File: src/rtl/core/fgim_pkg.sv
`timescale 1ns / 1ps
// ----------------------------------------------------------------------------
// fgim_pkg
// Shared codes and constants for the FFT grid index mapper.
// ----------------------------------------------------------------------------
package fgim_pkg;

	typedef enum logic [1:0] {
		ACT_SPLIT = 2'd0,
		ACT_JOIN  = 2'd1,
		ACT_NEG   = 2'd2,
		ACT_NONE  = 2'd3
	} act_t;

	localparam logic [1:0] CFG_NUM_DIMS = 2'd0;
	localparam logic [1:0] CFG_SIZE0    = 2'd1;
	localparam logic [1:0] CFG_SIZE1    = 2'd2;
	localparam logic [1:0] CFG_SIZE2    = 2'd3;

	localparam int DVD_W      = 32;
	localparam int DIV_STEPS  = 4;
	localparam int DIV_STAGES = DVD_W / DIV_STEPS;
	localparam int CFG_W      = 11;
	localparam int COORD_W    = 11;
	localparam int INDEX_W    = 30;

endpackage

File: src/rtl/core/fgim_front.sv
`timescale 1ns / 1ps
// ----------------------------------------------------------------------------
// fgim_front
// Holds the configuration, clamps sizes and dimensions, and turns each
// request into per-lane dividends for the division pipeline.
// ----------------------------------------------------------------------------
module fgim_front #(
	parameter int MAX_SIDE = 1024,
	parameter int MAX_DIMS = 3,
	parameter int SW       = $clog2(MAX_SIDE + 1)
) (
	input  logic                          clk,
	input  logic                          arst_n,
	input  logic                          wr_en,
	input  logic [1:0]                    wr_index,
	input  logic [fgim_pkg::CFG_W-1:0]    wr_data,
	input  logic                          in_valid,
	output logic                          in_ready,
	input  logic [1:0]                    action,
	input  logic [fgim_pkg::INDEX_W-1:0]  index_in,
	input  logic                          zero_centered,
	input  logic signed [31:0]            coord_in_0,
	input  logic signed [31:0]            coord_in_1,
	input  logic signed [31:0]            coord_in_2,
	output logic                          req_valid,
	input  logic                          req_ready,
	output logic [3*SW+101:0]             req
);

	typedef struct packed {
		fgim_pkg::act_t                          act;
		logic                                    zc;
		logic [2:0][SW-1:0]                      sz;
		logic [2:0][fgim_pkg::DVD_W-1:0]         dvd;
		logic [2:0]                              neg;
	} req_t;

	logic [1:0]                        nd_q;
	logic [2:0][fgim_pkg::CFG_W-1:0]   sz_q;
	logic                              vld_s1;
	req_t                              req_s1;
	req_t                              nx;
	logic [1:0]                        d;
	logic [2:0][31:0]                  cin;

	always_ff @(posedge clk or negedge arst_n) begin
		if (!arst_n) begin
			nd_q <= 2'd3;
			sz_q <= {3{11'd64}};
		end else if (wr_en) begin
			unique case (wr_index)
				fgim_pkg::CFG_NUM_DIMS: nd_q    <= wr_data[1:0];
				fgim_pkg::CFG_SIZE0:    sz_q[0] <= wr_data;
				fgim_pkg::CFG_SIZE1:    sz_q[1] <= wr_data;
				fgim_pkg::CFG_SIZE2:    sz_q[2] <= wr_data;
				default: ;
			endcase
		end
	end

	assign cin[0] = coord_in_0;
	assign cin[1] = coord_in_1;
	assign cin[2] = coord_in_2;

	always_comb begin
		if (nd_q == 2'd0)
			d = 2'd1;
		else if (32'(nd_q) > MAX_DIMS)
			d = 2'(MAX_DIMS);
		else
			d = nd_q;
		nx     = '0;
		nx.act = fgim_pkg::act_t'(action);
		nx.zc  = zero_centered;
		for (int i = 0; i < 3; i++) begin
			if (sz_q[i] == '0)
				nx.sz[i] = SW'(1);
			else if (32'(sz_q[i]) > MAX_SIDE)
				nx.sz[i] = SW'(MAX_SIDE);
			else
				nx.sz[i] = SW'(sz_q[i]);
			if (2'(i) >= d)
				nx.sz[i] = SW'(1);
		end
		case (nx.act)
			fgim_pkg::ACT_JOIN: begin
				for (int i = 0; i < 3; i++) begin
					if (2'(i) < d) begin
						nx.neg[i] = cin[i][31];
						nx.dvd[i] = cin[i][31] ? 32'(-cin[i]) : cin[i];
					end
				end
			end
			fgim_pkg::ACT_SPLIT, fgim_pkg::ACT_NEG: begin
				nx.dvd[2] = 32'(index_in);
			end
			default: ;
		endcase
	end

	assign in_ready  = !vld_s1 || req_ready;
	assign req_valid = vld_s1;
	assign req       = req_s1;

	always_ff @(posedge clk or negedge arst_n) begin
		if (!arst_n)
			vld_s1 <= 1'b0;
		else if (in_ready)
			vld_s1 <= in_valid;
	end

	always_ff @(posedge clk) begin
		if (in_ready && in_valid)
			req_s1 <= nx;
	end

endmodule

File: config.mk
export PLATFORM = sky130hd
export DESIGN_NAME = fgim_front
export DESIGN_NICKNAME = d
export VERILOG_FILES = /design/src/rtl/core/fgim_pkg.sv /design/src/rtl/core/fgim_front.sv
export SDC_FILE = /design/constraint.sdc
export NUM_CORES = 1
export LEC_CHECK = 0
export ABC_AREA = 1
export BUFFER_PORTS_ARGS = -buffer_cell sky130_fd_sc_hd__buf_2
export CORE_UTILIZATION = 27
export CTS_CLUSTER_SIZE = 25
export DETAILED_ROUTE_END_ITERATION = 7
export PLACE_DENSITY = 0.5
export SETUP_SLACK_MARGIN = 0.2
export SLEW_MARGIN = 0
export SYNTH_ARGS = -nofsm -noshare
export SYNTH_HDL_FRONTEND = slang
export SYNTH_SLANG_ARGS = --single-unit
File: constraint.sdc
create_clock -name clk -period 9.91 [get_ports clk]
set_input_delay 0.4955 -clock clk [delete_from_list [all_inputs] [get_ports clk]]
set_output_delay 0.4955 -clock clk [all_outputs]
set_load 0.01 [all_outputs]
==> results_dict.tcl <==
set metrics [dict create \
    power_density_mw_per_mm2 157.5 \
    yosys_warnings 0 \
    numCtsBuffers 17 \
    min_period_over_period_pct 25.63 \
    setup_slack_ps 7370 \
    max_freq_mhz 393.7 \
    place_congestion 0.8493 \
    maxSlewViolCount 0 \
    startpoint_type "flip-flop" \
    cpPeakStageDelay_ps 870 \
    overflow 0 \
    drt_wl_total_mm 27.80 \
    syn_area_mm2 0.009283 \
    synth_top_area_cell "edfxtp_1" \
    drc 0 \
    setup_viol 0 \
    clockRootBuffer "clkbuf_16" \
    drive_above_1_share_pct 25.77 \
    hold_class "in2async" \
    period_minus_slack_ps 2540 \
    yosysSeqAreaShare_pct 53.44 \
    first_pass_iters 7 \
    coreArea_mm2 0.03370 \
    clkLatencyLatePin_ps 440 \
    cts_tree "done" \
    synth_seq_cells 171 \
    synth_area_per_cell_um2 8.157 \
    required_ps 9970 \
    worstPathCellList "a21oi_4 > buf_4 > buf_4" \
    final_nets 1565 \
    slowest_stage "buf_4" \
    ant_nets 0 \
    rows 67 \
    p_leak_nw 5.412 \
    worst_pin_slew_ps 960.7 \
    fin_tns_setup_ps 0 \
    drtIter0Drc 538 \
    max_slew_margin_pct 35.95 \
    ir_worst_vdd_mv 0.1152 \
    rsz0062_at_grt "no" \
    synth_top_area_share_pct 43.67 \
    dpl_worst_slack_ps 7105 \
    grt_use_total_pct 15.84 \
    cts.path.max_buffers 2 \
    postCtsSetupRepairBufs 0 \
    area_growth_syn_to_layout_pct 26.96 \
    wire_per_inst_um 14.81 \
    grt_pass1_wl_mm 43.37 \
    synthTopCellsByArea "edfxtp_1 44%, nand2_1 11%, dfrtp_1 8.4%, nor2_1 6.3%, inv_1 6.1%" \
    initial_core_util_pct 27.55 \
    status "complete, no violations" \
    cts_sinks 171 \
    cts_hold_buf 0 \
    die-area_mm2 0.03513 \
    seq_area_mm2 0.004961 \
    arrival_ps 2600 \
    grt_antenna_before_repair 1 \
    grt_max_degree 73 \
    fillers 3651 \
    path_class "reg2reg" \
    dp_hpwl_mm 21.50 \
    vias 8490 \
    finalHoldViolCount 0 \
    grt_pass1_vias 8016 \
    holdWs_ps 135.6 \
    cts_resized 0 \
    clkTransAtPathRegs_ps 90 \
    ios 284 \
    htreeDepth 4 \
    port_buffers 283 \
    multiInputGateArea_mm2 0.003618 \
    die_y_um 187.4 \
    synth_nets 1288 \
    drv_cap 0 \
    fin_worst_skew_ps 21.90 \
    syn_inst 1138 \
    crit_top_cell "buf_4" \
    cp-end-kind "flip-flop" \
    dieWidth_um 187.4 \
    routed_via_density 4.523 \
    yosysUniqueCellTypes 36 \
    cp_max_fo 72 \
]
## critical path, delay by kind of cell, from the launching register on
family | cells | cell delay, ps
AOI/OAI and AO/OA | 1 | 150
buffers and inverters | 2 | 1490
DFF | 1 | 430
## through the flow
stage	util, %	power (mW)	area, um2	instances
global route	34.97	1.947	11790	1877
detailed placement	33.14	1.175	11170	1844
finish	34.97	1.856	11790	1877
floorplan	-	1.053	9283	1138
CTS	34.96	1.881	11780	1876
global placement	33.14	1.174	11170	1844
## final timing paths
path / startpoint / endpoint / slack (ps) / depth (start not counted)
worst max-delay path: req_valid$_DFFE_PN0N_ / req[21]$_SDFFCE_PN0P_ / 7370 / 3
worst min-delay path: arst_n / sz_q[30]$_DFFE_PN0P_ / 140 / 1
worst max register to register: req_valid$_DFFE_PN0N_ / req[21]$_SDFFCE_PN0P_ / 7370 / 3
worst min register to register: sz_q[7]$_DFFE_PN0P_ / sz_q[7]$_DFFE_PN0P_ / 490 / 2
max in group asynchronous: arst_n / sz_q[0]$_DFFE_PN0P_ / 9250 / 1
min in group clk: zero_centered / req[132]$_DFFE_PP_ / 230 / 1
## per-layer routing
| metal | part of all wire (%) | vias to the layer above | track usage [%] |
|---|---|---|---|
| met4 | 1.3 | 0 | 4.315 |
| met2 | 47 | 230 | 26.08 |
| met3 | 4.9 | 16 | 2.927 |
| li1 | - | 4326 | - |
| met1 | 47 | 3918 | 21.24 |
| met5 | 0 | - | 0 |
## cells in the mapped netlist
cell	count
edfxtp_1	135
a32o_1	1
buf_4	2
o21ai_1	23
nor3_2	2
nand4_1	21
a22o_1	1
clkinv_1	1
nor2_2	11
or2_2	2
nand3_2	4
o21a_1	2
o21ai_2	3
nor2_4	6
nand2_1	269
a21oi_1	67
o31ai_1	1
dfstp_2	5
buf_2	10
o21ai_0	85
a211oi_1	1
nand3_1	85
ha_1	3
xor2_1	5
clkbuf_1	16
inv_2	5
nor2_1	157
nand4_2	2
nand3b_1	4
and3_1	1
nor4_1	1
nand2_2	8
inv_1	151
o31ai_2	1
nor3_1	16
dfrtp_1	31
## registers in the layout, summed over array words and instances (netlist names)
register   cells
sz_q          33
req          135
req_valid      1
nd_q           2
## cells in the final DEF (no fill, tap or decap), types with 5 or more instances in the layout
cell,count
buf_2,283
nand2_1,269
nor2_1,157
inv_1,151
edfxtp_1,135
nand3_1,85
o21ai_0,85
a21oi_1,66
dfrtp_1,31
o21ai_1,23
nand4_1,21
clkbuf_16,17
nor3_1,16
nor2_2,11
nand2_2,8
nor2_4,6
inv_2,5
xor2_1,5
inv_8,5
dfstp_2,5
## where the power goes
part	switching [mW]	internal, mW	total, mW
combinational	0.188	0.0961	0.284
clock	0.352	0.348	0.701
sequential	0.0258	0.845	0.871
total	0.566	1.29	1.86
## area by class of cell
type / instances / share of cell area, %
multi-input combinational: 782 / 30.70
inverter: 157 / 5.001
tap: 448 / 4.756
clock inverter: 15 / 1.603
sequential: 171 / 42.10
clock buffer: 17 / 3.610
timing repair buffer: 286 / 12.21
antenna: 1 / 0.02123
## kinds of logic after synthesis
| family | after synthesis | share of synthesized area (%) |
|---|---|---|
| and+or+nand+nor | 589 | 27.61 |
| buffers and inverters | 185 | 7.696 |
| adders and majority gates | 3 | 0.4044 |
| DFF | 171 | 53.44 |
| xor gates and xnor gates | 5 | 0.4717 |
| AOI/OAI and AO/OA | 185 | 10.38 |
(Power assumes the default switching activity.)
