`src/rtl/core/fgim_queue.sv`:
```
`timescale 1ns / 1ps
// ----------------------------------------------------------------------------
// fgim_queue
// Two-entry request queue between front and back.
// ----------------------------------------------------------------------------
module fgim_queue #(
	parameter int W = 8
) (
	input  logic         clk,
	input  logic         arst_n,
	input  logic         wr_valid,
	output logic         wr_ready,
	input  logic [W-1:0] wr_data,
	output logic         rd_valid,
	input  logic         rd_ready,
	output logic [W-1:0] rd_data
);

	logic [W-1:0] mem [2];
	logic         wp_q;
	logic         rp_q;
	logic [1:0]   cnt_q;
	logic         push;
	logic         pop;

	assign wr_ready = cnt_q != 2'd2;
	assign rd_valid = cnt_q != 2'd0;
	assign rd_data  = mem[rp_q];
	assign push     = wr_valid && wr_ready;
	assign pop      = rd_valid && rd_ready;

	always_ff @(posedge clk or negedge arst_n) begin
		if (!arst_n) begin
			wp_q  <= 1'b0;
			rp_q  <= 1'b0;
			cnt_q <= 2'd0;
		end else begin
			if (push) wp_q <= !wp_q;
			if (pop)  rp_q <= !rp_q;
			cnt_q <= cnt_q + 2'(push) - 2'(pop);
		end
	end

	always_ff @(posedge clk) begin
		if (push)
			mem[wp_q] <= wr_data;
	end

endmodule

```
`config.mk`:
```
export PLATFORM = sky130hd
export DESIGN_NAME = fgim_queue
export DESIGN_NICKNAME = d
export VERILOG_FILES = /design/src/rtl/core/fgim_queue.sv
export SDC_FILE = /design/constraint.sdc
export NUM_CORES = 1
export LEC_CHECK = 0
export ABC_AREA = 0
export BUFFER_PORTS_ARGS = -buffer_cell sky130_fd_sc_hd__buf_2
export CORE_MARGIN = 4
export CORE_UTILIZATION = 53
export CTS_BUF_LIST = sky130_fd_sc_hd__clkbuf_16
export CTS_CLUSTER_SIZE = 14
export DETAILED_ROUTE_END_ITERATION = 8
export HOLD_SLACK_MARGIN = 0.03
export PLACE_DENSITY = 0.9
export SLEW_MARGIN = 30
export SYNTH_ARGS = -nofsm -noshare
export SYNTH_HDL_FRONTEND = slang
export SYNTH_SLANG_ARGS = --single-unit
```
`constraint.sdc`:
```
create_clock -name clk -period 2.85 [get_ports clk]
set_input_delay 0.4275 -clock clk [delete_from_list [all_inputs] [get_ports clk]]
set_output_delay 0.4275 -clock clk [all_outputs]
set_load 0.05 [all_outputs]
```
==> impl_metrics.ini, run 1 <==
[die]
die_w_um = 47.08
core_area_mm2 = 0.001366
die_y_um = 47.08
placementRows = 13
die_area_mm2 = 0.002217
pin_count = 22
initial_core_util_pct = 59.25

[sta]
post-route-min-period_ns = 1.838
finalSetupViolCount = 0
grt_setup_unrepaired = no
setup_tns_ns = 0
fin_skew_ns = 0.001886
slew_viol_final = 0
whs_ns = 0.3624
hold_viol_final = 0
fin_crit_sh_pct = 64.48
maxSlewHeadroom_pct = 57.25
worstMarginPinSlew_ns = 0.6388
fmax_mhz = 544.2
fin_ws_ns = 1.012

[logic_synthesis]
ys_warn_count = 0
ys_ff_latch = 20
synth_area_um2 = 809.5
avgSynthCellArea_um2 = 17.22
synthesis.nets = 60
synth_cell_types = 17
ys_seq_area_share_pct = 71.72
syn_inst = 47

[pwr]
power_switching_uw = 515.4
p_clk_share_pct = 27.7
powerDensity_mw_per_mm2 = 1313
comb_power_share_pct = 37.3
seq_power_share_pct = 34.9
finalPower_mw = 1.370
p_int_uw = 854.7
peakVddDrop_mv = 0.7926
switching_share_pct = 37.62
p_leak_nw = 0.4199

[worst_hold_path]
hp-class = in2reg

[clocking]
root_buffer = clkbuf_16
clkSinkCount = 20
worstSkewPairLatency_ns = 0.25
clk_pin_slew_ns = 0.06
numCtsBuffers = 3
cts_tree = built
htreeDepth = 1
cts-resized-gates = 0
cts_buffer_depth = 2
post_cts_buffers = 0

[layout]
postLayoutCellArea_mm2 = 0.001044
num_antenna_cells = 0
stdcell_count = 87
nFillCells = 80
final_common_cell = buf_2
final_cell_mix = buf_2, edfxtp_1, mux2_2
nets = 86
syn2layout_area_growth_pct = 28.90
layout-drive-gt1-share_pct = 48.61
final_util_pct = 76.37

[detailed_routing]
drc = 0
routed_wl_mm = 1.415
num_vias = 476
wl_per_cell_um = 16.26
drt_iter0_drc = 6
via_per_inst = 5.471
first_pass_iters = 4
ant_nets = 0

[placement]
dpl-instance-area_um2 = 928.4
dp_hpwl_mm = 1.016
post-place-ws_ns = 1.251
portBuffers = 21
dp.cells = 82
place_congestion = 0.7951

[setup_path]
r2r_setup_slack_ns = 1.28
cp_max_fo = 9
critPathCaptureType = output pin
critPathKind = reg2out
worst_ep_arrival_time_ns = 1.41
cp.required_ns = 2.42
start_kind = flop

[global_routing]
grt.total_usage_pct = 15.33
grt_pass1_wl_mm = 2.152
grt_max_degree = 13
grt_overflow_total = 0
antenna_found_initial = 0
grt_pass1_vias = 440

[run_status]
status = finished, final reports clean

[run]
maxCapViolCount = 0
area by class of cell:
type | instances | area, um^2 | area share [%]
sequential | 20 | 580.6 | 55.64
multi-input combinational | 26 | 224.0 | 21.46
timing repair buffer | 22 | 115.1 | 11.03
clock buffer | 3 | 75.07 | 7.194
clock inverter | 1 | 30.03 | 2.878
tap | 15 | 18.77 | 1.799
worst max-delay path, stage by stage, from the launching register on:
cell	delay (ns)
dfrtp_1	0.56
mux2_2	0.39
buf_2	0.21
state kept, by name, summed over array words and instances, names as in the netlist:
signal and count:
wp_q 1, rp_q 1, mem 16, cnt_q 2
layer usage:
layer	global-route usage [%]	vias up	wire length (um)	part of all wire, %
met5	0	-	0	0
met4	9.945	0	36	2.5
met3	4.598	4	106	7.5
met2	22.22	27	664	47
met1	20.00	218	607	43
li1	-	227	-	-
logic make-up (layout without fill, tap and decap cells):
logic type / count (synthesis) / in the layout / share of synthesized area [%]
DFF: 20 / 20 / 71.72
and+or+nand+nor: 11 / 11 / 8.039
muxes: 8 / 8 / 11.13
AOI/OAI and AO/OA: 3 / 3 / 3.708
xor gates and xnor gates: 3 / 3 / 3.246
adders and majority gates: 1 / 1 / 1.545
buffers and inverters: 1 / 26 / 0.6176
worst paths after layout:
| kind | from | to | cells after the start |
|---|---|---|---|
| worst max-delay path | rp_q | rd_data[7] | 2 |
| min in group asynchronous | arst_n | wp_q | 2 |
| max in group asynchronous | arst_n | cnt_q[1] | 2 |
| worst max register to register | cnt_q[0] | mem[0][1] | 3 |
| worst min-delay path | wr_data[7] | mem[0][7] | 1 |
| worst min register to register | wp_q | wp_q | 1 |
Yosys cell counts, drive strengths merged:
cell type	count	area (um^2)
xnor2	3	26.28
a311oi	1	15.01
edfxtp	16	480.5
nand2b	1	6.260
or2	1	6.260
nand2	2	7.510
nor4bb	1	16.27
and3	1	6.260
mux2	8	90.09
o21ai	1	5.000
buf	1	5.000
nor2	3	11.26
o21ba	1	10.01
nor2b	1	6.260
dfrtp	4	100.1
ha	1	12.51
nand3	1	5.000
power groups by stage:
stage	Clock, mW	Combinational (mW)	Sequential (mW)
2_1_floorplan	0	0.441	0.445
3_3_place_gp	0	0.503	0.475
3_5_place_dp	0	0.513	0.483
4_1_cts	0.381	0.515	0.479
5_1_grt	0.399	0.541	0.489
6_report	0.380	0.512	0.478
repair_timing:
action | CTS | global route
endpoints found under the setup margin | 0 | 0
hold endpoints to repair | 4 | 0
hold buffers | 1 | 0
No activity file was read; power rests on OpenSTA's default activity.
==> inputs of run 2 (changes only) <==
--- a/config.mk
+++ b/config.mk
@@ -8,12 +8,12 @@
 export ABC_AREA = 0
 export BUFFER_PORTS_ARGS = -buffer_cell sky130_fd_sc_hd__buf_2
 export CORE_MARGIN = 4
-export CORE_UTILIZATION = 53
+export CORE_UTILIZATION = 44
 export CTS_BUF_LIST = sky130_fd_sc_hd__clkbuf_16
 export CTS_CLUSTER_SIZE = 14
 export DETAILED_ROUTE_END_ITERATION = 8
 export HOLD_SLACK_MARGIN = 0.03
-export PLACE_DENSITY = 0.9
+export PLACE_DENSITY = 0.8
 export SLEW_MARGIN = 30
 export SYNTH_ARGS = -nofsm -noshare
 export SYNTH_HDL_FRONTEND = slang
==> constraint.sdc (replaced) <==
create_clock -name clk -period 1.51 [get_ports clk]
set_input_delay 0.2265 -clock clk [delete_from_list [all_inputs] [get_ports clk]]
set_output_delay 0.2265 -clock clk [all_outputs]
set_load 0.05 [all_outputs]
==> run 2 against run 1 <==
Effect of this change:
- flip-flop and latch count did not move
- via count is 1.1% lower
- combinational power increased by 140%
- cell count is 15% higher
- core utilization down 11 points
- cell area up 8.8%
- sequential share of layout area shrank 4.4 points
- critical path depth grew 1
- sequential power up 77%
==> impl_metrics.ini, run 2 (same netlist as run 1, synthesis figures left out) <==
[detailed_routing]
via_per_inst = 4.710
routed_wl_mm = 1.377
wl_per_cell_um = 13.77
first_pass_iters = 2
drt_iter0_drc = 12
ant_nets = 0
drc = 0
num_vias = 471

[clocking]
clk_pin_slew_ns = 0.06
clkSinkCount = 20
cts_tree = built
numCtsBuffers = 3
worstSkewPairLatency_ns = 0.25
cts_buffer_depth = 2
htreeDepth = 1
root_buffer = clkbuf_16

[global_routing]
grt_max_degree = 13
grt_overflow_total = 0
grt_pass1_wl_mm = 2.346
grt_pass1_vias = 541
antenna_found_initial = 0
grt.total_usage_pct = 12.44

[sta]
finalSetupViolCount = 0
worstMarginPinSlew_ns = 0.4163
whs_ns = 0.1653
setup_tns_ns = 0
fmax_mhz = 682.7
fin_crit_sh_pct = 97.00
fin_skew_ns = 0.002595
maxSlewHeadroom_pct = 72.22
fin_ws_ns = 0.04524
slew_viol_final = 0
grt_setup_unrepaired = no
post-route-min-period_ns = 1.465
hold_viol_final = 0

[layout]
top_register = mem
syn2layout_area_growth_pct = 40.19
num_antenna_cells = 0
largest_reg_flops = 16
nFillCells = 134
regArea_um2 = 581.8
final_cell_mix = edfxtp_1, buf_2, mux2_2, buf_6
final_common_cell = edfxtp_1
layout-drive-gt1-share_pct = 54.67
multi_input_area_um2 = 229.0
top_regs = mem (16), cnt_q (2)
nets = 89

[die]
die_y_um = 50.90
placementRows = 15
die_area_mm2 = 0.002590
initial_core_util_pct = 46.88
pin_count = 22
die_w_um = 50.90
core_area_mm2 = 0.001727

[placement]
place_congestion = 0.6897
portBuffers = 21
post-place-ws_ns = 0.1214
dp_hpwl_um = 936.4

[setup_path]
crit_family = flip-flops
cp.required_ns = 1.28
critPathKind = reg2out
path_cells = buf_4, mux2_2, buf_6
crit_buf_inv = 2
cp_max_fo = 5
start_kind = flop
worst_ep_arrival_time_ns = 1.24
slowest_delay_ns = 0.35
crit_path_top_delay_cell = dfrtp_2
critPathCaptureType = output pin

[run_status]
status = finished, final reports clean

[pwr]
peakVddDrop_mv = 1.541
p_leak_nw = 0.4504
powerDensity_mw_per_mm2 = 2461

[worst_hold_path]
hp-class = in2reg

[run]
maxCapViolCount = 0
run 2: changes by cell type in the layout (fill, tap and decap cells not counted), sizes merged:
cell  change
buf       +3
run 2: through the flow:
stage	instances	total power, mW	area (um^2)	utilization [%]
after floorplan	47	1.683	814.5	-
after global placement	93	1.889	953.4	55.22
after detailed placement	93	1.908	953.4	55.22
after CTS	100	2.685	1090	63.12
after global routing	100	2.924	1135	65.72
final	100	2.793	1135	65.72
run 2: timing repair:
action,4_1_cts,5_1_grt
cloned,0,0
gates resized for setup,4,19
endpoints found under the hold margin,4,0
setup endpoints to repair,8,8
buffers inserted,2,0
hold buffers,1,0
run 2: where the power goes:
group	switching, mW	internal [mW]
clock network	0.187	0.525
logic	0.745	0.491
registers	0.0706	0.774
run 2: area by class of cell:
class / instances / area share, %
sequential: 20 / 51.27
multi-input combinational: 26 / 20.18
timing repair buffer: 25 / 16.54
clock buffer: 3 / 6.615
tap: 25 / 2.756
clock inverter: 1 / 2.646
run 2: path summary, 6_finish.rpt:
check | slack [ns] | start | to | depth (start not counted)
min reg2reg | 0.52 | wp_q | wp_q | 1
min in group asynchronous | 0.31 | arst_n | wp_q | 2
max in group asynchronous | 1.06 | arst_n | rp_q | 2
max | 0.05 | rp_q | rd_data[0] | 3
max reg2reg | 0.14 | cnt_q[1] | mem[0][3] | 3
min | 0.17 | wr_data[0] | mem[1][0] | 1
run 2: worst register-to-register path, stage by stage (launching register included):
cell and delay (ns):
dfrtp_1 0.46, nand2b_2 0.12, nand2_1 0.10, nor2_2 0.35
run 2: per-layer routing:
metal / GRT usage (%) / wire length (um) / vias to the layer above
met3: 2.624 / 75 / 0
met2: 21.09 / 719 / 10
met1: 14.73 / 583 / 228
met5: 0 / 0 / -
li1: - / - / 233
met4: 6.726 / 0 / 0
